`config.mk`:
```
export PLATFORM = sky130hd
export DESIGN_NAME = stepper_driver_uart_datagram_engine_core
export DESIGN_NICKNAME = d
export VERILOG_FILES = /design/src/sv/sdue_pkg.sv /design/src/sv/sdue_front.sv /design/src/sv/sdue_cmdq.sv /design/src/sv/sdue_back.sv /design/src/sv/stepper_driver_uart_datagram_engine_core.sv
export VERILOG_INCLUDE_DIRS = /design/src /design/src/sv
export SDC_FILE = /design/constraint.sdc
export NUM_CORES = 1
export LEC_CHECK = 0
export BUFFER_PORTS_ARGS = -buffer_cell sky130_fd_sc_hd__buf_2
export CORE_UTILIZATION = 60
export CTS_CLUSTER_DIAMETER = 200
export DETAILED_ROUTE_END_ITERATION = 16
export GPL_TIMING_DRIVEN = 0
export PLACE_DENSITY = 0.88
export SLEW_MARGIN = 20
export SYNTH_ARGS = -nofsm -noshare
export SYNTH_HDL_FRONTEND = slang
export SYNTH_HIERARCHICAL = 1
export SYNTH_SLANG_ARGS = --single-unit
```
`constraint.sdc`:
```
create_clock -name i_clk -period 7.34 [get_ports i_clk]
set_input_delay 0.367 -clock i_clk [delete_from_list [all_inputs] [get_ports i_clk]]
set_output_delay 0.367 -clock i_clk [all_outputs]
set_load 0.1 [all_outputs]
```
`src/sv/stepper_driver_uart_datagram_engine_core_defines.svh`:
```
// assertion macros shared by the datagram engine modules
`ifndef STEPPER_DRIVER_UART_DATAGRAM_ENGINE_CORE_DEFINES_SVH
`define STEPPER_DRIVER_UART_DATAGRAM_ENGINE_CORE_DEFINES_SVH

// same-cycle implication, checked outside reset
`define SDUE_ASSERT_NOW(label, clk, rst_n, ante, cons, msg) \
    label: assert property (@(posedge clk) disable iff (!rst_n) (ante) |-> (cons)) \
        else $error(msg);

// next-cycle implication, checked outside reset
`define SDUE_ASSERT_NEXT(label, clk, rst_n, ante, cons, msg) \
    label: assert property (@(posedge clk) disable iff (!rst_n) (ante) |=> (cons)) \
        else $error(msg);

`endif

```
`src/sv/sdue_pkg.sv`:
```
`timescale 1ns / 1ps

package sdue_pkg;

    // input item codes
    typedef enum logic [1:0] {
        ACT_WRITE = 2'd0,
        ACT_READ  = 2'd1,
        ACT_REPLY = 2'd2
    } t_action;

    // work handed from front to back
    typedef enum logic [1:0] {
        CMD_WRITE  = 2'd0,
        CMD_READ   = 2'd1,
        CMD_REJECT = 2'd2,
        CMD_DONE   = 2'd3
    } t_cmd_op;

    // result kinds
    localparam logic [1:0] KIND_TX     = 2'd0;
    localparam logic [1:0] KIND_DONE   = 2'd1;
    localparam logic [1:0] KIND_REJECT = 2'd2;

    // result status codes
    localparam logic [1:0] ST_OK   = 2'd0;
    localparam logic [1:0] ST_CRC  = 2'd1;
    localparam logic [1:0] ST_HDR  = 2'd2;
    localparam logic [1:0] ST_AXIS = 2'd3;

    // datagram constants
    localparam logic [7:0] SYNC_BYTE  = 8'h05;
    localparam logic [7:0] WRITE_NODE = 8'h00;
    localparam logic [7:0] WRITE_FLAG = 8'h80;
    localparam logic [7:0] CRC_POLY   = 8'h07;

    // command queue geometry
    localparam int CQ_DEPTH = 4;
    localparam int CQ_AW    = $clog2(CQ_DEPTH);
    localparam int CQ_CW    = $clog2(CQ_DEPTH + 1);

    typedef struct packed {
        t_cmd_op     op;
        logic [3:0]  axis;
        logic [6:0]  reg_addr;
        logic [7:0]  node;
        logic [31:0] data;
        logic [1:0]  status;
    } t_cmd;

    // crc8 over one byte, bits taken lsb first
    function automatic logic [7:0] crc8_byte(input logic [7:0] crc_in,
                                             input logic [7:0] data_in);
        logic [7:0] c;
        logic       fb;
        c = crc_in;
        for (int k = 0; k < 8; k++) begin
            fb = c[7] ^ data_in[k];
            c  = {c[6:0], 1'b0} ^ (fb ? CRC_POLY : 8'h00);
        end
        return c;
    endfunction

endpackage

```
`src/sv/sdue_front.sv`:
```
`timescale 1ns / 1ps

module sdue_front #(
    parameter int NUM_AXES = 8
) (
    input  logic              i_clk,
    input  logic              i_rst_n,
    input  logic              i_accept,
    input  logic [1:0]        i_action,
    input  logic [3:0]        i_axis,
    input  logic [6:0]        i_reg_addr,
    input  logic [31:0]       i_write_data,
    input  logic [7:0]        i_rx_byte,
    input  logic              i_cfg_wr_en,
    input  logic [7:0]        i_cfg_wr_data,
    output logic              o_q_push,
    output sdue_pkg::t_cmd    o_q_cmd
);

    logic [7:0]  r_node_addr;
    logic        r_pending, n_pending;
    logic [6:0]  r_pend_reg, n_pend_reg;
    logic [3:0]  r_pend_axis, n_pend_axis;
    logic [2:0]  r_count, n_count;
    logic [7:0]  r_rx_crc, n_rx_crc;
    logic        r_sync_ok, n_sync_ok;
    logic        r_reg_ok, n_reg_ok;
    logic [31:0] r_rx_data, n_rx_data;
    logic        axis_bad;

    assign axis_bad = ({1'b0, i_axis} >= 5'(NUM_AXES));

    // classify the item and update the reply collector
    always_comb begin
        n_pending   = r_pending;
        n_pend_reg  = r_pend_reg;
        n_pend_axis = r_pend_axis;
        n_count     = r_count;
        n_rx_crc    = r_rx_crc;
        n_sync_ok   = r_sync_ok;
        n_reg_ok    = r_reg_ok;
        n_rx_data   = r_rx_data;
        o_q_push    = 1'b0;
        o_q_cmd     = '{op: sdue_pkg::CMD_REJECT, axis: i_axis, reg_addr: i_reg_addr,
                        node: r_node_addr, data: '0, status: sdue_pkg::ST_OK};
        if (i_accept) begin
            unique case (sdue_pkg::t_action'(i_action)) inside
                sdue_pkg::ACT_WRITE, sdue_pkg::ACT_READ: begin
                    o_q_push = 1'b1;
                    if (axis_bad) begin
                        o_q_cmd.op     = sdue_pkg::CMD_REJECT;
                        o_q_cmd.status = sdue_pkg::ST_AXIS;
                    end else if (sdue_pkg::t_action'(i_action) == sdue_pkg::ACT_WRITE) begin
                        o_q_cmd.op   = sdue_pkg::CMD_WRITE;
                        o_q_cmd.node = sdue_pkg::WRITE_NODE;
                        o_q_cmd.data = i_write_data;
                    end else begin
                        // arm the collector, dropping any partial reply
                        o_q_cmd.op  = sdue_pkg::CMD_READ;
                        n_pending   = 1'b1;
                        n_pend_reg  = i_reg_addr;
                        n_pend_axis = i_axis;
                        n_count     = 3'd0;
                        n_rx_crc    = 8'h00;
                    end
                end
                sdue_pkg::ACT_REPLY: begin
                    if (r_pending) begin
                        if (r_count != 3'd7) begin
                            n_rx_crc  = sdue_pkg::crc8_byte(r_rx_crc, i_rx_byte);
                            n_rx_data = {r_rx_data[23:0], i_rx_byte};
                            n_count   = r_count + 3'd1;
                            if (r_count == 3'd0) begin
                                n_sync_ok = (i_rx_byte == sdue_pkg::SYNC_BYTE);
                            end
                            if (r_count == 3'd2) begin
                                n_reg_ok = (i_rx_byte == {1'b0, r_pend_reg});
                            end
                        end else begin
                            // eighth byte: check and report
                            o_q_push     = 1'b1;
                            o_q_cmd.op   = sdue_pkg::CMD_DONE;
                            o_q_cmd.axis = r_pend_axis;
                            if (r_rx_crc != i_rx_byte) begin
                                o_q_cmd.status = sdue_pkg::ST_CRC;
                            end else if (!(r_sync_ok && r_reg_ok)) begin
                                o_q_cmd.status = sdue_pkg::ST_HDR;
                            end else begin
                                o_q_cmd.status = sdue_pkg::ST_OK;
                                o_q_cmd.data   = r_rx_data;
                            end
                            n_pending = 1'b0;
                            n_count   = 3'd0;
                        end
                    end
                end
                default: begin
                end
            endcase
        end
    end

    // control state
    always_ff @(posedge i_clk) begin
        if (!i_rst_n) begin
            r_node_addr <= 8'h00;
            r_pending   <= 1'b0;
            r_pend_reg  <= 7'd0;
            r_pend_axis <= 4'd0;
            r_count     <= 3'd0;
            r_rx_crc    <= 8'h00;
        end else begin
            if (i_cfg_wr_en) begin
                r_node_addr <= i_cfg_wr_data;
            end
            r_pending   <= n_pending;
            r_pend_reg  <= n_pend_reg;
            r_pend_axis <= n_pend_axis;
            r_count     <= n_count;
            r_rx_crc    <= n_rx_crc;
        end
    end

    // reply payload, no reset needed
    always_ff @(posedge i_clk) begin
        r_sync_ok <= n_sync_ok;
        r_reg_ok  <= n_reg_ok;
        r_rx_data <= n_rx_data;
    end

endmodule

```
`src/sv/sdue_cmdq.sv`:
```
`timescale 1ns / 1ps
`include "stepper_driver_uart_datagram_engine_core_defines.svh"

module sdue_cmdq (
    input  logic           i_clk,
    input  logic           i_rst_n,
    input  logic           i_push,
    input  sdue_pkg::t_cmd i_cmd,
    input  logic           i_pop,
    output logic           o_full,
    output logic           o_empty,
    output sdue_pkg::t_cmd o_head
);

    sdue_pkg::t_cmd                r_mem [sdue_pkg::CQ_DEPTH];
    logic [sdue_pkg::CQ_AW-1:0]    r_wr_ptr;
    logic [sdue_pkg::CQ_AW-1:0]    r_rd_ptr;
    logic [sdue_pkg::CQ_CW-1:0]    r_count;

    assign o_full  = (r_count == sdue_pkg::CQ_CW'(sdue_pkg::CQ_DEPTH));
    assign o_empty = (r_count == '0);
    assign o_head  = r_mem[r_rd_ptr];

    // pointers and fill level
    always_ff @(posedge i_clk) begin
        if (!i_rst_n) begin
            r_wr_ptr <= '0;
            r_rd_ptr <= '0;
            r_count  <= '0;
        end else begin
            if (i_push) begin
                r_wr_ptr <= r_wr_ptr + 1'b1;
            end
            if (i_pop) begin
                r_rd_ptr <= r_rd_ptr + 1'b1;
            end
            case ({i_push, i_pop})
                2'b10:   r_count <= r_count + 1'b1;
                2'b01:   r_count <= r_count - 1'b1;
                default: r_count <= r_count;
            endcase
        end
    end

    // entry storage
    always_ff @(posedge i_clk) begin
        if (i_push) begin
            r_mem[r_wr_ptr] <= i_cmd;
        end
    end

    `SDUE_ASSERT_NOW(a_cq_level, i_clk, i_rst_n, 1'b1, r_count <= sdue_pkg::CQ_CW'(sdue_pkg::CQ_DEPTH), "command queue level out of range")
    `SDUE_ASSERT_NOW(a_cq_no_overflow, i_clk, i_rst_n, i_push, !o_full || i_pop, "command queue written while full")
    `SDUE_ASSERT_NOW(a_cq_no_underflow, i_clk, i_rst_n, i_pop, !o_empty, "command queue read while empty")

endmodule

```
`src/sv/sdue_back.sv`:
```
`timescale 1ns / 1ps
`include "stepper_driver_uart_datagram_engine_core_defines.svh"

module sdue_back (
    input  logic           i_clk,
    input  logic           i_rst_n,
    input  logic           i_q_empty,
    input  sdue_pkg::t_cmd i_q_head,
    output logic           o_q_pop,
    output logic           o_empty,
    input  logic           i_pop,
    output logic [1:0]     o_kind,
    output logic [7:0]     o_tx_byte,
    output logic           o_last,
    output logic [3:0]     o_out_axis,
    output logic [31:0]    o_read_data,
    output logic [1:0]     o_status
);

    logic        r_o_valid;
    logic [1:0]  r_o_kind;
    logic [7:0]  r_o_tx_byte;
    logic        r_o_last;
    logic [3:0]  r_o_axis;
    logic [31:0] r_o_data;
    logic [1:0]  r_o_status;
    logic [2:0]  r_idx, n_idx;
    logic [7:0]  r_crc, n_crc;
    logic        load;
    logic        cmd_end;
    logic [1:0]  beat_kind;
    logic [7:0]  beat_byte;
    logic        beat_last;
    logic [31:0] beat_data;
    logic [1:0]  beat_status;

    assign load    = (!r_o_valid || i_pop) && !i_q_empty;
    assign o_q_pop = load && cmd_end;
    assign o_empty = !r_o_valid;

    assign o_kind      = r_o_kind;
    assign o_tx_byte   = r_o_tx_byte;
    assign o_last      = r_o_last;
    assign o_out_axis  = r_o_axis;
    assign o_read_data = r_o_data;
    assign o_status    = r_o_status;

    // pick the next beat of the head command
    always_comb begin
        beat_kind   = sdue_pkg::KIND_TX;
        beat_byte   = 8'h00;
        beat_last   = 1'b0;
        beat_data   = '0;
        beat_status = sdue_pkg::ST_OK;
        cmd_end     = 1'b1;
        unique case (i_q_head.op)
            sdue_pkg::CMD_WRITE: begin
                cmd_end   = (r_idx == 3'd7);
                beat_last = cmd_end;
                case (r_idx)
                    3'd0:    beat_byte = sdue_pkg::SYNC_BYTE;
                    3'd1:    beat_byte = i_q_head.node;
                    3'd2:    beat_byte = sdue_pkg::WRITE_FLAG | {1'b0, i_q_head.reg_addr};
                    3'd3:    beat_byte = i_q_head.data[31:24];
                    3'd4:    beat_byte = i_q_head.data[23:16];
                    3'd5:    beat_byte = i_q_head.data[15:8];
                    3'd6:    beat_byte = i_q_head.data[7:0];
                    default: beat_byte = r_crc;
                endcase
            end
            sdue_pkg::CMD_READ: begin
                cmd_end   = (r_idx == 3'd3);
                beat_last = cmd_end;
                case (r_idx)
                    3'd0:    beat_byte = sdue_pkg::SYNC_BYTE;
                    3'd1:    beat_byte = i_q_head.node;
                    3'd2:    beat_byte = {1'b0, i_q_head.reg_addr};
                    default: beat_byte = r_crc;
                endcase
            end
            sdue_pkg::CMD_REJECT: begin
                beat_kind   = sdue_pkg::KIND_REJECT;
                beat_status = i_q_head.status;
            end
            sdue_pkg::CMD_DONE: begin
                beat_kind   = sdue_pkg::KIND_DONE;
                beat_data   = i_q_head.data;
                beat_status = i_q_head.status;
            end
            default: begin
            end
        endcase
    end

    // beat counter and running crc
    always_comb begin
        n_idx = r_idx;
        n_crc = r_crc;
        if (load) begin
            if (cmd_end) begin
                n_idx = 3'd0;
                n_crc = 8'h00;
            end else begin
                n_idx = r_idx + 3'd1;
                n_crc = sdue_pkg::crc8_byte(r_crc, beat_byte);
            end
        end
    end

    // control state
    always_ff @(posedge i_clk) begin
        if (!i_rst_n) begin
            r_o_valid <= 1'b0;
            r_idx     <= 3'd0;
            r_crc     <= 8'h00;
        end else begin
            r_idx <= n_idx;
            r_crc <= n_crc;
            if (load) begin
                r_o_valid <= 1'b1;
            end else if (i_pop) begin
                r_o_valid <= 1'b0;
            end
        end
    end

    // output register payload
    always_ff @(posedge i_clk) begin
        if (load) begin
            r_o_kind    <= beat_kind;
            r_o_tx_byte <= beat_byte;
            r_o_last    <= beat_last;
            r_o_axis    <= i_q_head.axis;
            r_o_data    <= beat_data;
            r_o_status  <= beat_status;
        end
    end

    `SDUE_ASSERT_NOW(a_bk_last_resets, i_clk, i_rst_n, r_o_valid && r_o_last, r_idx == 3'd0 && r_crc == 8'h00, "beat counter not cleared after last byte")
    `SDUE_ASSERT_NOW(a_bk_single_beat, i_clk, i_rst_n, r_o_valid && r_o_kind != sdue_pkg::KIND_TX, r_idx == 3'd0 && !r_o_last && r_o_tx_byte == 8'h00, "report beat inside a datagram")

endmodule

```
`src/sv/stepper_driver_uart_datagram_engine_core.sv`:
```
`timescale 1ns / 1ps

// channel   | handshake           | payload
// ----------+---------------------+-------------------------------------------------
// request   | push / full         | i_action i_axis i_reg_addr i_write_data i_rx_byte
// result    | empty / pop         | o_kind o_tx_byte o_last o_out_axis o_read_data o_status
// config    | i_cfg_wr_en         | i_cfg_wr_data (read node address)
//
// one result beat per cycle while pop keeps up: a write gives 8 beats at the output,
// a read 4, a reject or a read completion 1; a reply byte with no result gives none.
// the output beat generator sets the rate; a 4-entry command queue lets the
// front keep accepting items while the back still streams a datagram.
// reset is synchronous and active low, with no clearing pass.
// full rises only while the command queue holds four commands.
module stepper_driver_uart_datagram_engine_core #(
    parameter int NUM_AXES = 8
) (
    input  logic        i_clk,
    input  logic        i_rst_n,
    input  logic        push,
    output logic        full,
    input  logic [1:0]  i_action,
    input  logic [3:0]  i_axis,
    input  logic [6:0]  i_reg_addr,
    input  logic [31:0] i_write_data,
    input  logic [7:0]  i_rx_byte,
    output logic        empty,
    input  logic        pop,
    output logic [1:0]  o_kind,
    output logic [7:0]  o_tx_byte,
    output logic        o_last,
    output logic [3:0]  o_out_axis,
    output logic [31:0] o_read_data,
    output logic [1:0]  o_status,
    input  logic        i_cfg_wr_en,
    input  logic [7:0]  i_cfg_wr_data
);

    logic           in_accept;
    logic           q_push;
    logic           q_pop;
    logic           q_empty;
    sdue_pkg::t_cmd q_cmd;
    sdue_pkg::t_cmd q_head;

    assign in_accept = push && !full;

    // classify requests and collect replies
    sdue_front #(
        .NUM_AXES (NUM_AXES)
    ) u_front (
        .i_clk         (i_clk),
        .i_rst_n       (i_rst_n),
        .i_accept      (in_accept),
        .i_action      (i_action),
        .i_axis        (i_axis),
        .i_reg_addr    (i_reg_addr),
        .i_write_data  (i_write_data),
        .i_rx_byte     (i_rx_byte),
        .i_cfg_wr_en   (i_cfg_wr_en),
        .i_cfg_wr_data (i_cfg_wr_data),
        .o_q_push      (q_push),
        .o_q_cmd       (q_cmd)
    );

    // commands waiting for the beat generator
    sdue_cmdq u_cmdq (
        .i_clk   (i_clk),
        .i_rst_n (i_rst_n),
        .i_push  (q_push),
        .i_cmd   (q_cmd),
        .i_pop   (q_pop),
        .o_full  (full),
        .o_empty (q_empty),
        .o_head  (q_head)
    );

    // expand commands into result beats
    sdue_back u_back (
        .i_clk       (i_clk),
        .i_rst_n     (i_rst_n),
        .i_q_empty   (q_empty),
        .i_q_head    (q_head),
        .o_q_pop     (q_pop),
        .o_empty     (empty),
        .i_pop       (pop),
        .o_kind      (o_kind),
        .o_tx_byte   (o_tx_byte),
        .o_last      (o_last),
        .o_out_axis  (o_out_axis),
        .o_read_data (o_read_data),
        .o_status    (o_status)
    );

endmodule
```
# After elaboration in Yosys (flattened, before gate mapping)
# Memory sizes are Yosys's and may differ from the RTL's. A register that Yosys moved wholly into a read port is not among the register bits.
# Index checks and enable logic that the tools add are counted.
[totals]
mem_bits_rw = 220
n_memories = 1
reg_bits = 133
out_inout_bits = 51
elab_cells = 181
inputBits = 66
[classes]
bitwise_logic = 34
n_eq_ne = 24
reduce_logical = 25
mux = 69
add_sub_neg = 6
order_cmp = 1
[mem_list]
columns = ["name", "words", "word_bits", "rd", "rd_ports_with_merged_regs", "wr", "line_no", "text"]
rows = [
  ["u_cmdq.r_mem", 4, 55, 1, 1, 1, "sdue_cmdq.sv:15", "sdue_pkg::t_cmd r_mem [sdue_pkg::CQ_DEPTH];"],
]
[op_table]
columns = ["cell", "n"]
rows = [
  ["bitwise XOR 8 bit", 16],
  ["2-to-1 mux 40 bit", 2],
  ["2-to-1 mux 34 bit", 2],
  ["case mux 34 bit (2 select lines)", 1],
  ["2-to-1 mux 32 bit", 2],
  ["2-to-1 mux 3 bit", 21],
  ["case mux 8 bit (7 select lines)", 1],
  ["2-to-1 mux 8 bit", 6],
  ["2-to-1 mux 42 bit", 1],
  ["case mux 8 bit (2 select lines)", 2],
  ["case mux 8 bit (3 select lines)", 1],
  ["bitwise XOR 1 bit", 16],
  ["== test 3 bit, second input constant", 5],
  ["AND reduction 5 bit", 3],
  ["2-to-1 mux 1 bit", 12],
  ["2-to-1 mux 2 bit", 6],
  ["2-to-1 mux 6 bit", 2],
  ["case mux 3 bit (2 select lines)", 2],
  ["AND reduction 4 bit", 3],
  ["adder 3 x 1 -> 3 bit, second input constant", 3],
  ["== test 3 x 2 -> 1 bit, second input constant", 3],
  ["logical NOT 3 bit", 3],
  ["== test 2 bit, second input constant", 4],
  ["== test 8 x 3 -> 1 bit, second input constant", 1],
  ["22 further kinds", 41],
]

# Depth between registers and ports, before layout
# Gate-level depths: netlist of run 1.
[depth]
depth_word = 28
ltp_mapped = 13

# By module
# The synthesis of run 1 kept the hierarchy.
[modules_own_cells]
columns = ["mod", "cells_each", "area_per_inst_um2", "n_inst"]
rows = [
  ["sdue_cmdq", 333, 8455.6, 1],
  ["sdue_front", 337, 3425.8, 1],
  ["sdue_back", 295, 3276.9, 1],
  ["stepper_driver_uart_datagram_engine_core", 1, 13.8, 1],
]

# Worst setup path before layout of run 1
# Ideal clock, no wire load.
[synth_timing]
kind = "register -> register"
from = "register u_cmdq/r_count[0] (netlist name)"
to = "memory u_cmdq/r_mem[0][0] (netlist name) (enable)"
stages_incl_launch_ff = 8
slack_ps = 3735
arrival_time_ps = 3187
setup_ps = 418
period_less_slack_ps = 3605
path_cell_list = "dfxtp_1 inv_1 and3_1 nor2b_4 nand2b_1 clkbuf_1 nor2_1 and2_1"
[synth_via]
elab_chain_cells = 6
[synth_lines]
columns = ["item", "line_no", "text"]
rows = [
  ["from (decl)", "sdue_cmdq.sv:18", "logic [sdue_pkg::CQ_CW-1:0] r_count;"],
  ["from (signal assigned)", "sdue_cmdq.sv:38", "2'b10: r_count <= r_count + 1'b1;"],
  ["from (signal assigned)", "sdue_cmdq.sv:39", "2'b01: r_count <= r_count - 1'b1;"],
  ["from (signal assigned)", "sdue_cmdq.sv:40", "default: r_count <= r_count;"],
  ["== test 3 bit", "sdue_cmdq.sv:20", "assign o_full = (r_count == sdue_pkg::CQ_CW'(sdue_pkg::CQ_DEPTH));"],
  ["named net full", "stepper_driver_uart_datagram_engine_core.sv:21", "output logic full,"],
  ["logical NOT 1 bit", "stepper_driver_uart_datagram_engine_core.sv:46", "assign in_accept = push && !full;"],
  ["logical AND 1 bit", "stepper_driver_uart_datagram_engine_core.sv:46", ""],
  ["named net in_accept", "stepper_driver_uart_datagram_engine_core.sv:39", "logic in_accept;"],
  ["2-to-1 mux 1 bit", "sdue_front.sv:46", "if (i_accept) begin"],
  ["named net q_push", "stepper_driver_uart_datagram_engine_core.sv:40", "logic q_push;"],
  ["2-to-1 mux 1 bit", "sdue_cmdq.sv:47", "if (i_push) begin"],
  ["2-to-1 mux 1 bit (not written as such)", "sdue_cmdq.sv:48", "r_mem[r_wr_ptr] <= i_cmd;"],
  ["to (decl)", "sdue_cmdq.sv:15", ""],
]
# The timed path passes the listed nets, and every way through them passes these cells.

==> flow_summary_export.csv, run 1 <==
group,metric,value,unit
drt,via_per_inst,6.48,
sta,hold_violations,0,
global_route,antenna_found_initial,0,
flow_run,cap_violations,0,
yosys,synth_top_area_share,0.600,
clocking,htreeDepth,2,
sta,worst_clock_skew,0.0189,ns
global_route,grt_max_degree,49,
sta,min_period,3.95,ns
sta,timing.setup.tns,0,ns
sta,period_share,0.538,
clocking,cts_hold_buf,0,
yosys,postSynthAreaPerCell,15.7,µm²
floorplanning,initial_core_util,0.618,
layout,final_nets,1212,
worst_setup_path,critPathArrivalTime,4.38,ns
clocking,path_clk_slew,0.07,ns
clocking,clock_latency,0.52,ns
worst_setup_path,worst-path-buf-inv,4,
drt,vias,9545,
drt,drc,0,
layout,area_delta_synth_final,15.1,%
global_route,first_global_vias,9426,
layout,regMostFlops,"u_cmdq/r_mem",
worst_setup_path,path_class,"register to register",
yosys,synth-edff-count,303,
floorplanning,pin_count,117,
worst_setup_path,crit_required,7.77,ns
power_and_ir_drop,power.density,392,mW/mm²
yosys,synth_nets,1053,
drt,ant_nets,0,
clocking,numCtsBuffers,36,
worst_setup_path,crit_path_end_kind,"register",
clocking,cts_resized,0,
placement,place_hpwl,23.5,mm
yosys,async_flop_share,0,
floorplanning,dieWidth,161,µm
clocking,clockBufferDepth,3,
min_path,hold_class,"primary input to register",
global_route,gr-total-overflow,0,
drt,wl_per_cell,24.9,µm
sta,fmax,253,MHz
global_route,grt_pass1_wl,55.2,mm
yosys,syn_area,0.0152,mm²
yosys,yosysTopAreaCell,"edfxtp_1",
yosys,synth_area_leaders,"edfxtp_1 (60%), mux4_2 (7.4%), dfxtp_1 (6.9%)",
outcome,outcome,"complete, no violations",
placement,placed_cells,1411,
power_and_ir_drop,ir_drop,0.000381,V
yosys,synth-seq-area-share,0.668,
placement,place_ws,3.50,ns
layout,num_antenna_cells,0,
sta,tightestPinTransition,0.816,ns
sta,setup_viol,0,
yosys,synth_cells,966,
sta,rsz0062_at_grt,"false",
sta,finalMaxSlewViolations,0,
drt,dr.pass1.iters,5,
yosys,synth.distinct_cells,74,
worst_setup_path,slowest_delay,0.63,ns
worst_setup_path,cpMostUsedCell,"clkbuf_1",
global_route,grt_usage,0.289,
floorplanning,coreArea,0.0245,mm²
layout,largest_register_ffs,220,
worst_setup_path,crit_family,"buffers and inverters",
clocking,cts_setup_buffers,0,
clocking,ctsRootBufferMaster,"clkbuf_16",
power_and_ir_drop,p_leak,6.12,nW
floorplanning,fp-row-count,57,
sta,slew_headroom,0.456,
layout,final_cells,1474,
placement,port_buffers,115,
worst_setup_path,crit_slowest_cell,"clkbuf_1",
clocking,tritoncts,"done",
yosys,ys.warnings.count,6,
floorplanning,fp.dieH,161,µm
clocking,cts.sink_count,355,
worst_setup_path,crit_chain,"buf_6 > mux4_1 > clkbuf_1 > clkbuf_1 > mux2i_1 > nor2b_1 > nor2_1 > ha_1 > inv_1 > fa_1 > xor2_1 > or3_1 > a21boi_0",
yosys,synthFlopType,"edfxtp_1",
layout,drive_above_1_share,0.243,
worst_setup_path,startpoint_type,"register",
drt,wl,36.7,mm
floorplanning,dieArea,0.0259,mm²
yosys,ys_seq_elements,355,
placement,place_congestion,0.894,
drt,drt_iter0_markers,1276,
worst_setup_path,crit_fanout,10,
sta,finalWorstSetupSlack,3.39,ns
## synthesized netlist by cell type, types with 2 or more instances
cell	count
buf_4	8
buf_12	5
nand3_1	7
clkbuf_1	28
o21ai_1	2
o21ai_0	16
a21boi_0	2
edfxtp_1	303
buf_6	2
a31oi_1	2
or4_1	2
inv_1	26
dfxtp_1	52
mux2i_1	11
buf_2	11
o211ai_1	5
a211oi_1	2
a22oi_1	43
nand4_1	3
a222oi_1	7
mux2_2	5
nor2_1	68
xnor2_1	32
or3_1	7
a21oi_1	35
nand2b_1	8
mux4_2	50
nor2b_1	7
and2_1	27
and3_1	40
xor2_1	8
o22ai_1	5
nand2_1	56
mux4_1	5
nor4_1	2
o211ai_2	2
xnor3_1	9
o21a_1	4
nor3_1	5
ha_1	20
## metrics by stage
step	total power [mW]	util	hold WS, ns	area [µm²]
floorplan	4.59	-	0.427	15200
global placement	5.02	0.658	0.431	16200
detailed placement	5.08	0.665	0.432	16300
CTS	6.85	0.711	0.0715	17500
global route	7.06	0.712	0.0836	17500
finish	6.85	0.712	0.0837	17500
## power breakdown
part,internal [mW],switching (mW)
clock,1.01,0.755
sequential,2.46,0.0791
combinational,0.661,1.88
## cell type report
class	count	area, µm²
fill	1491	7080
buffer	56	352
clock buffer	41	962
clock inverter	22	174
multi-input combinational	529	4600
sequential	355	10100
inverter	26	97.6
tap	324	405
timing repair buffer	121	726
## placed cells by master (no fill, tap or decap), types with 6 or more instances in the layout
master and n:
edfxtp_1 303, buf_2 126, nor2_1 68, nand2_1 56, dfxtp_1 52, mux4_2 50
a22oi_1 43, and3_1 39, clkbuf_16 38, a21oi_1 35, xnor2_1 32, clkbuf_1 31
inv_1 25, and2_1 23, ha_1 20, o21ai_0 16, mux2i_1 11, xnor3_1 9
clkinv_1 8, nand2b_1 8, buf_4 8, xor2_1 8, nor2b_1 7, a222oi_1 7
nand3_1 7, or3_1 7, buf_12 7, clkinv_2 6
## worst min-delay path, delay by kind of cell
family / cells / cell delay (ns)
mux: 1 / 0.05
buf+inv: 1 / 0.07
simple gates: 1 / 0.07
## routing by layer
layer	global-route usage	share of wire
met2	0.478	0.49
met5	0	0
met1	0.378	0.37
met4	0.117	0.040
met3	0.0578	0.10
## final timing paths
path	endpoint	from	cells past startpoint	slack (ns)
min	u_front/r_node_addr[4]$_SDFFE_PN0P_	i_cfg_wr_data[4]	3	0.08
max reg2reg	u_cmdq/r_count[2]$_SDFFE_PN0P_	register	13	3.39
min reg2reg	u_front/r_rx_data[11]$_DFFE_PP_	u_front/r_rx_data[3]$_DFFE_PP_	0	0.45
max	u_cmdq/r_count[2]$_SDFFE_PN0P_	register	13	3.39
## logic make-up (layout without fill, tap and decap cells)
kind of cell,count (synthesis),count (layout),synth area share
xor+xnor,53,53,0.0419
simple gates,242,242,0.0817
flops,355,355,0.668
compound gates,142,142,0.0668
fa+ha+maj,21,21,0.0178
buf+inv,82,266,0.0296
mux,71,71,0.0938
Note: power is estimated with default switching activity, not from simulation.
==> inputs of run 2 (changes only) <==
CORE_UTILIZATION = 54   (was 60)
PLACE_DENSITY = 0.84   (was 0.88)
clock period = 3.52 ns   (was 7.34 ns; I/O delays follow)
==> flow_summary_export.csv, run 2 (synthesis results as in run 1) <==
group,metric,value,unit
global_route,first_global_vias,9445,
drt,vias,9229,
worst_setup_path,startpoint_type,"register",
layout,final_common_cell,"edfxtp_1",
floorplanning,dieWidth,170,µm
worst_setup_path,crit_required,3.92,ns
power_and_ir_drop,p_sw_frac,0.378,
worst_setup_path,path_class,"register to register",
drt,wl,35.8,mm
min_path,holdCritStartpoint,"i_rst_n",
placement,place_congestion,0.885,
sta,setup_viol,0,
power_and_ir_drop,clkPwrFrac,0.277,
sta,finalWorstSetupSlack,0.00348,ns
min_path,min_to,"u_cmdq/r_count[2]$_SDFFE_PN0P_",
global_route,gr-total-overflow,0,
power_and_ir_drop,p_switching,5.60,mW
sta,min_period,3.52,ns
drt,via_per_inst,5.91,
clocking,numCtsBuffers,36,
min_path,holdPathStages,2,
sta,fmax,284,MHz
clocking,clockBufferDepth,3,
flow_run,cap_violations,0,
clocking,tritoncts,"done",
clocking,path_clk_slew,0.06,ns
floorplanning,pin_count,117,
drt,routed.top_layer,"met4",
layout,num_antenna_cells,0,
sta,period_share,0.999,
sta,timing.setup.tns,0,ns
sta,rsz0062_at_grt,"true",
drt,wl_met1,13.7,mm
floorplanning,dieArea,0.0288,mm²
floorplanning,coreArea,0.0273,mm²
drt,wl_per_cell,22.9,µm
sta,worst_clock_skew,0.0196,ns
clocking,htreeDepth,2,
sta,slew_headroom,0.434,
layout,area_delta_synth_final,19.2,%
drt,dr_wl_met2,18.1,mm
outcome,outcome,"complete, no violations",
sta,tightestPinTransition,0.848,ns
power_and_ir_drop,p_leak,6.38,nW
power_and_ir_drop,total_power,14.8,mW
drt,drt_iter0_markers,1199,
clocking,cts.sink_count,355,
power_and_ir_drop,p_int,9.21,mW
drt,ant_nets,0,
power_and_ir_drop,ir_drop,0.000588,V
worst_setup_path,ff2ff_setup_slack,0.003,ns
layout,fillCellCount,1808,
placement,place_ws,-0.308,ns
floorplanning,fp-row-count,60,
global_route,antenna_found_initial,0,
layout,drive_above_1_share,0.255,
layout,most-common-layout-cells,"edfxtp_1 (303), buf_2 (124), nor2_1 (66)",
sta,hold_violations,0,
floorplanning,initial_core_util,0.557,
sta,finalMaxSlewViolations,0,
placement,port_buffers,115,
worst_setup_path,reg2reg_to,"u_back/r_crc[4]$_SDFFE_PN0P_",
global_route,grt_pass1_wl,54.4,mm
power_and_ir_drop,p_seq_frac,0.357,
layout,post-route-util,0.664,
worst_setup_path,critPathArrivalTime,3.92,ns
drt,drc,0,
worst_setup_path,ff2ff_path_depth,11,
clocking,clock_latency,0.52,ns
clocking,ctsRootBufferMaster,"clkbuf_16",
floorplanning,fp.dieH,170,µm
power_and_ir_drop,p_comb_frac,0.367,
min_path,hold_class,"primary input to register",
drt,wl_met3,2.61,mm
global_route,grt_max_degree,49,
power_and_ir_drop,power.density,818,mW/mm²
worst_setup_path,crit_path_end_kind,"register",
layout,largest_register_ffs,220,
global_route,grt_usage,0.255,
worst_setup_path,crit_fanout,8,
drt,dr.pass1.iters,5,
layout,regMostFlops,"u_cmdq/r_mem",
placement,place_hpwl,23.7,mm
layout,final_nets,1250,
## run 2: changes by cell type in the layout (fill, tap and decap cells not counted), sizes merged
cell	change
dlygate4sd3	+27
clkbuf	+9
buf	+12
bufinv	+5
clkinv	-9
clkinvlp	-4
## run 2: per-stage QoR
step / cells / hold WS, ns / cell area (µm²)
after floorplan: 966 / 0.275 / 15200
after global placement: 1453 / 0.418 / 16200
after detailed placement: 1459 / 0.431 / 16400
after CTS: 1554 / 0.0406 / 18000
after global routing: 1562 / 0.0584 / 18100
final: 1562 / 0.0605 / 18100
## run 2: layout make-up
type	instances	area [µm²]	share of cell area
timing repair buffer	161	1100	0.0606
buffer	54	364	0.0201
tap	372	465	0.0257
inverter	26	97.6	0.00539
sequential	355	10100	0.561
clock buffer	51	1030	0.0569
multi-input combinational	529	4640	0.257
clock inverter	14	255	0.0141
## run 2: repair_timing
| item | in CTS | in global routing |
|---|---|---|
| buffers inserted | 4 | 8 |
| gates cloned | 0 | 1 |
| pin swaps | 2 | 9 |
| gates resized for setup | 10 | 11 |
| endpoints found under the hold margin | 43 | 0 |
| hold buffers | 27 | 0 |
| setup endpoints to repair | 6 | 7 |
## run 2: power by group through the flow
stage,Sequential [mW],Clock [mW],Combinational [mW]
floorplan,7.55,0,2.03
global placement,5.37,0,5.08
detailed placement,5.36,0,5.19
CTS,5.28,4.15,5.31
global route,5.32,4.31,5.65
finish,5.28,4.10,5.43
## run 2: per-layer routing
metal	track usage	up-vias
li1	-	4115
met1	0.320	4544
met2	0.435	475
met3	0.0466	95
met4	0.112	0
met5	0	-
## run 2: critical path, stage by stage (launching register included)
cell and delay (ns):
dfxtp_2 0.35, buf_12 0.15, buf_12 0.13, mux4_2 0.53
a222oi_1 0.79, nor2_1 0.16, o311ai_2 0.32, nand3_2 0.16
and3_4 0.21, o21a_1 0.18, o211ai_1 0.16, a21bo_2 0.25
## run 2: worst max-delay path by stage
stage                                         startpoint                        endpoint  slack, ns  cells past startpoint
after floorplan           u_cmdq/r_count[0]$_SDFFE_PN0P_  u_cmdq/r_count[2]$_SDFFE_PN0P_       0.30                     13
after global routing                            register    u_back/r_crc[3]$_SDFFE_PN0P_      -0.16                     12
after detailed placement                        register  u_cmdq/r_count[2]$_SDFFE_PN0P_      -0.31                     13
final                                           register    u_back/r_crc[4]$_SDFFE_PN0P_      0.003                     11
after global placement                          register  u_cmdq/r_count[2]$_SDFFE_PN0P_      -0.21                     13
after CTS                                       register    u_back/r_crc[3]$_SDFFE_PN0P_     0.0006                     10
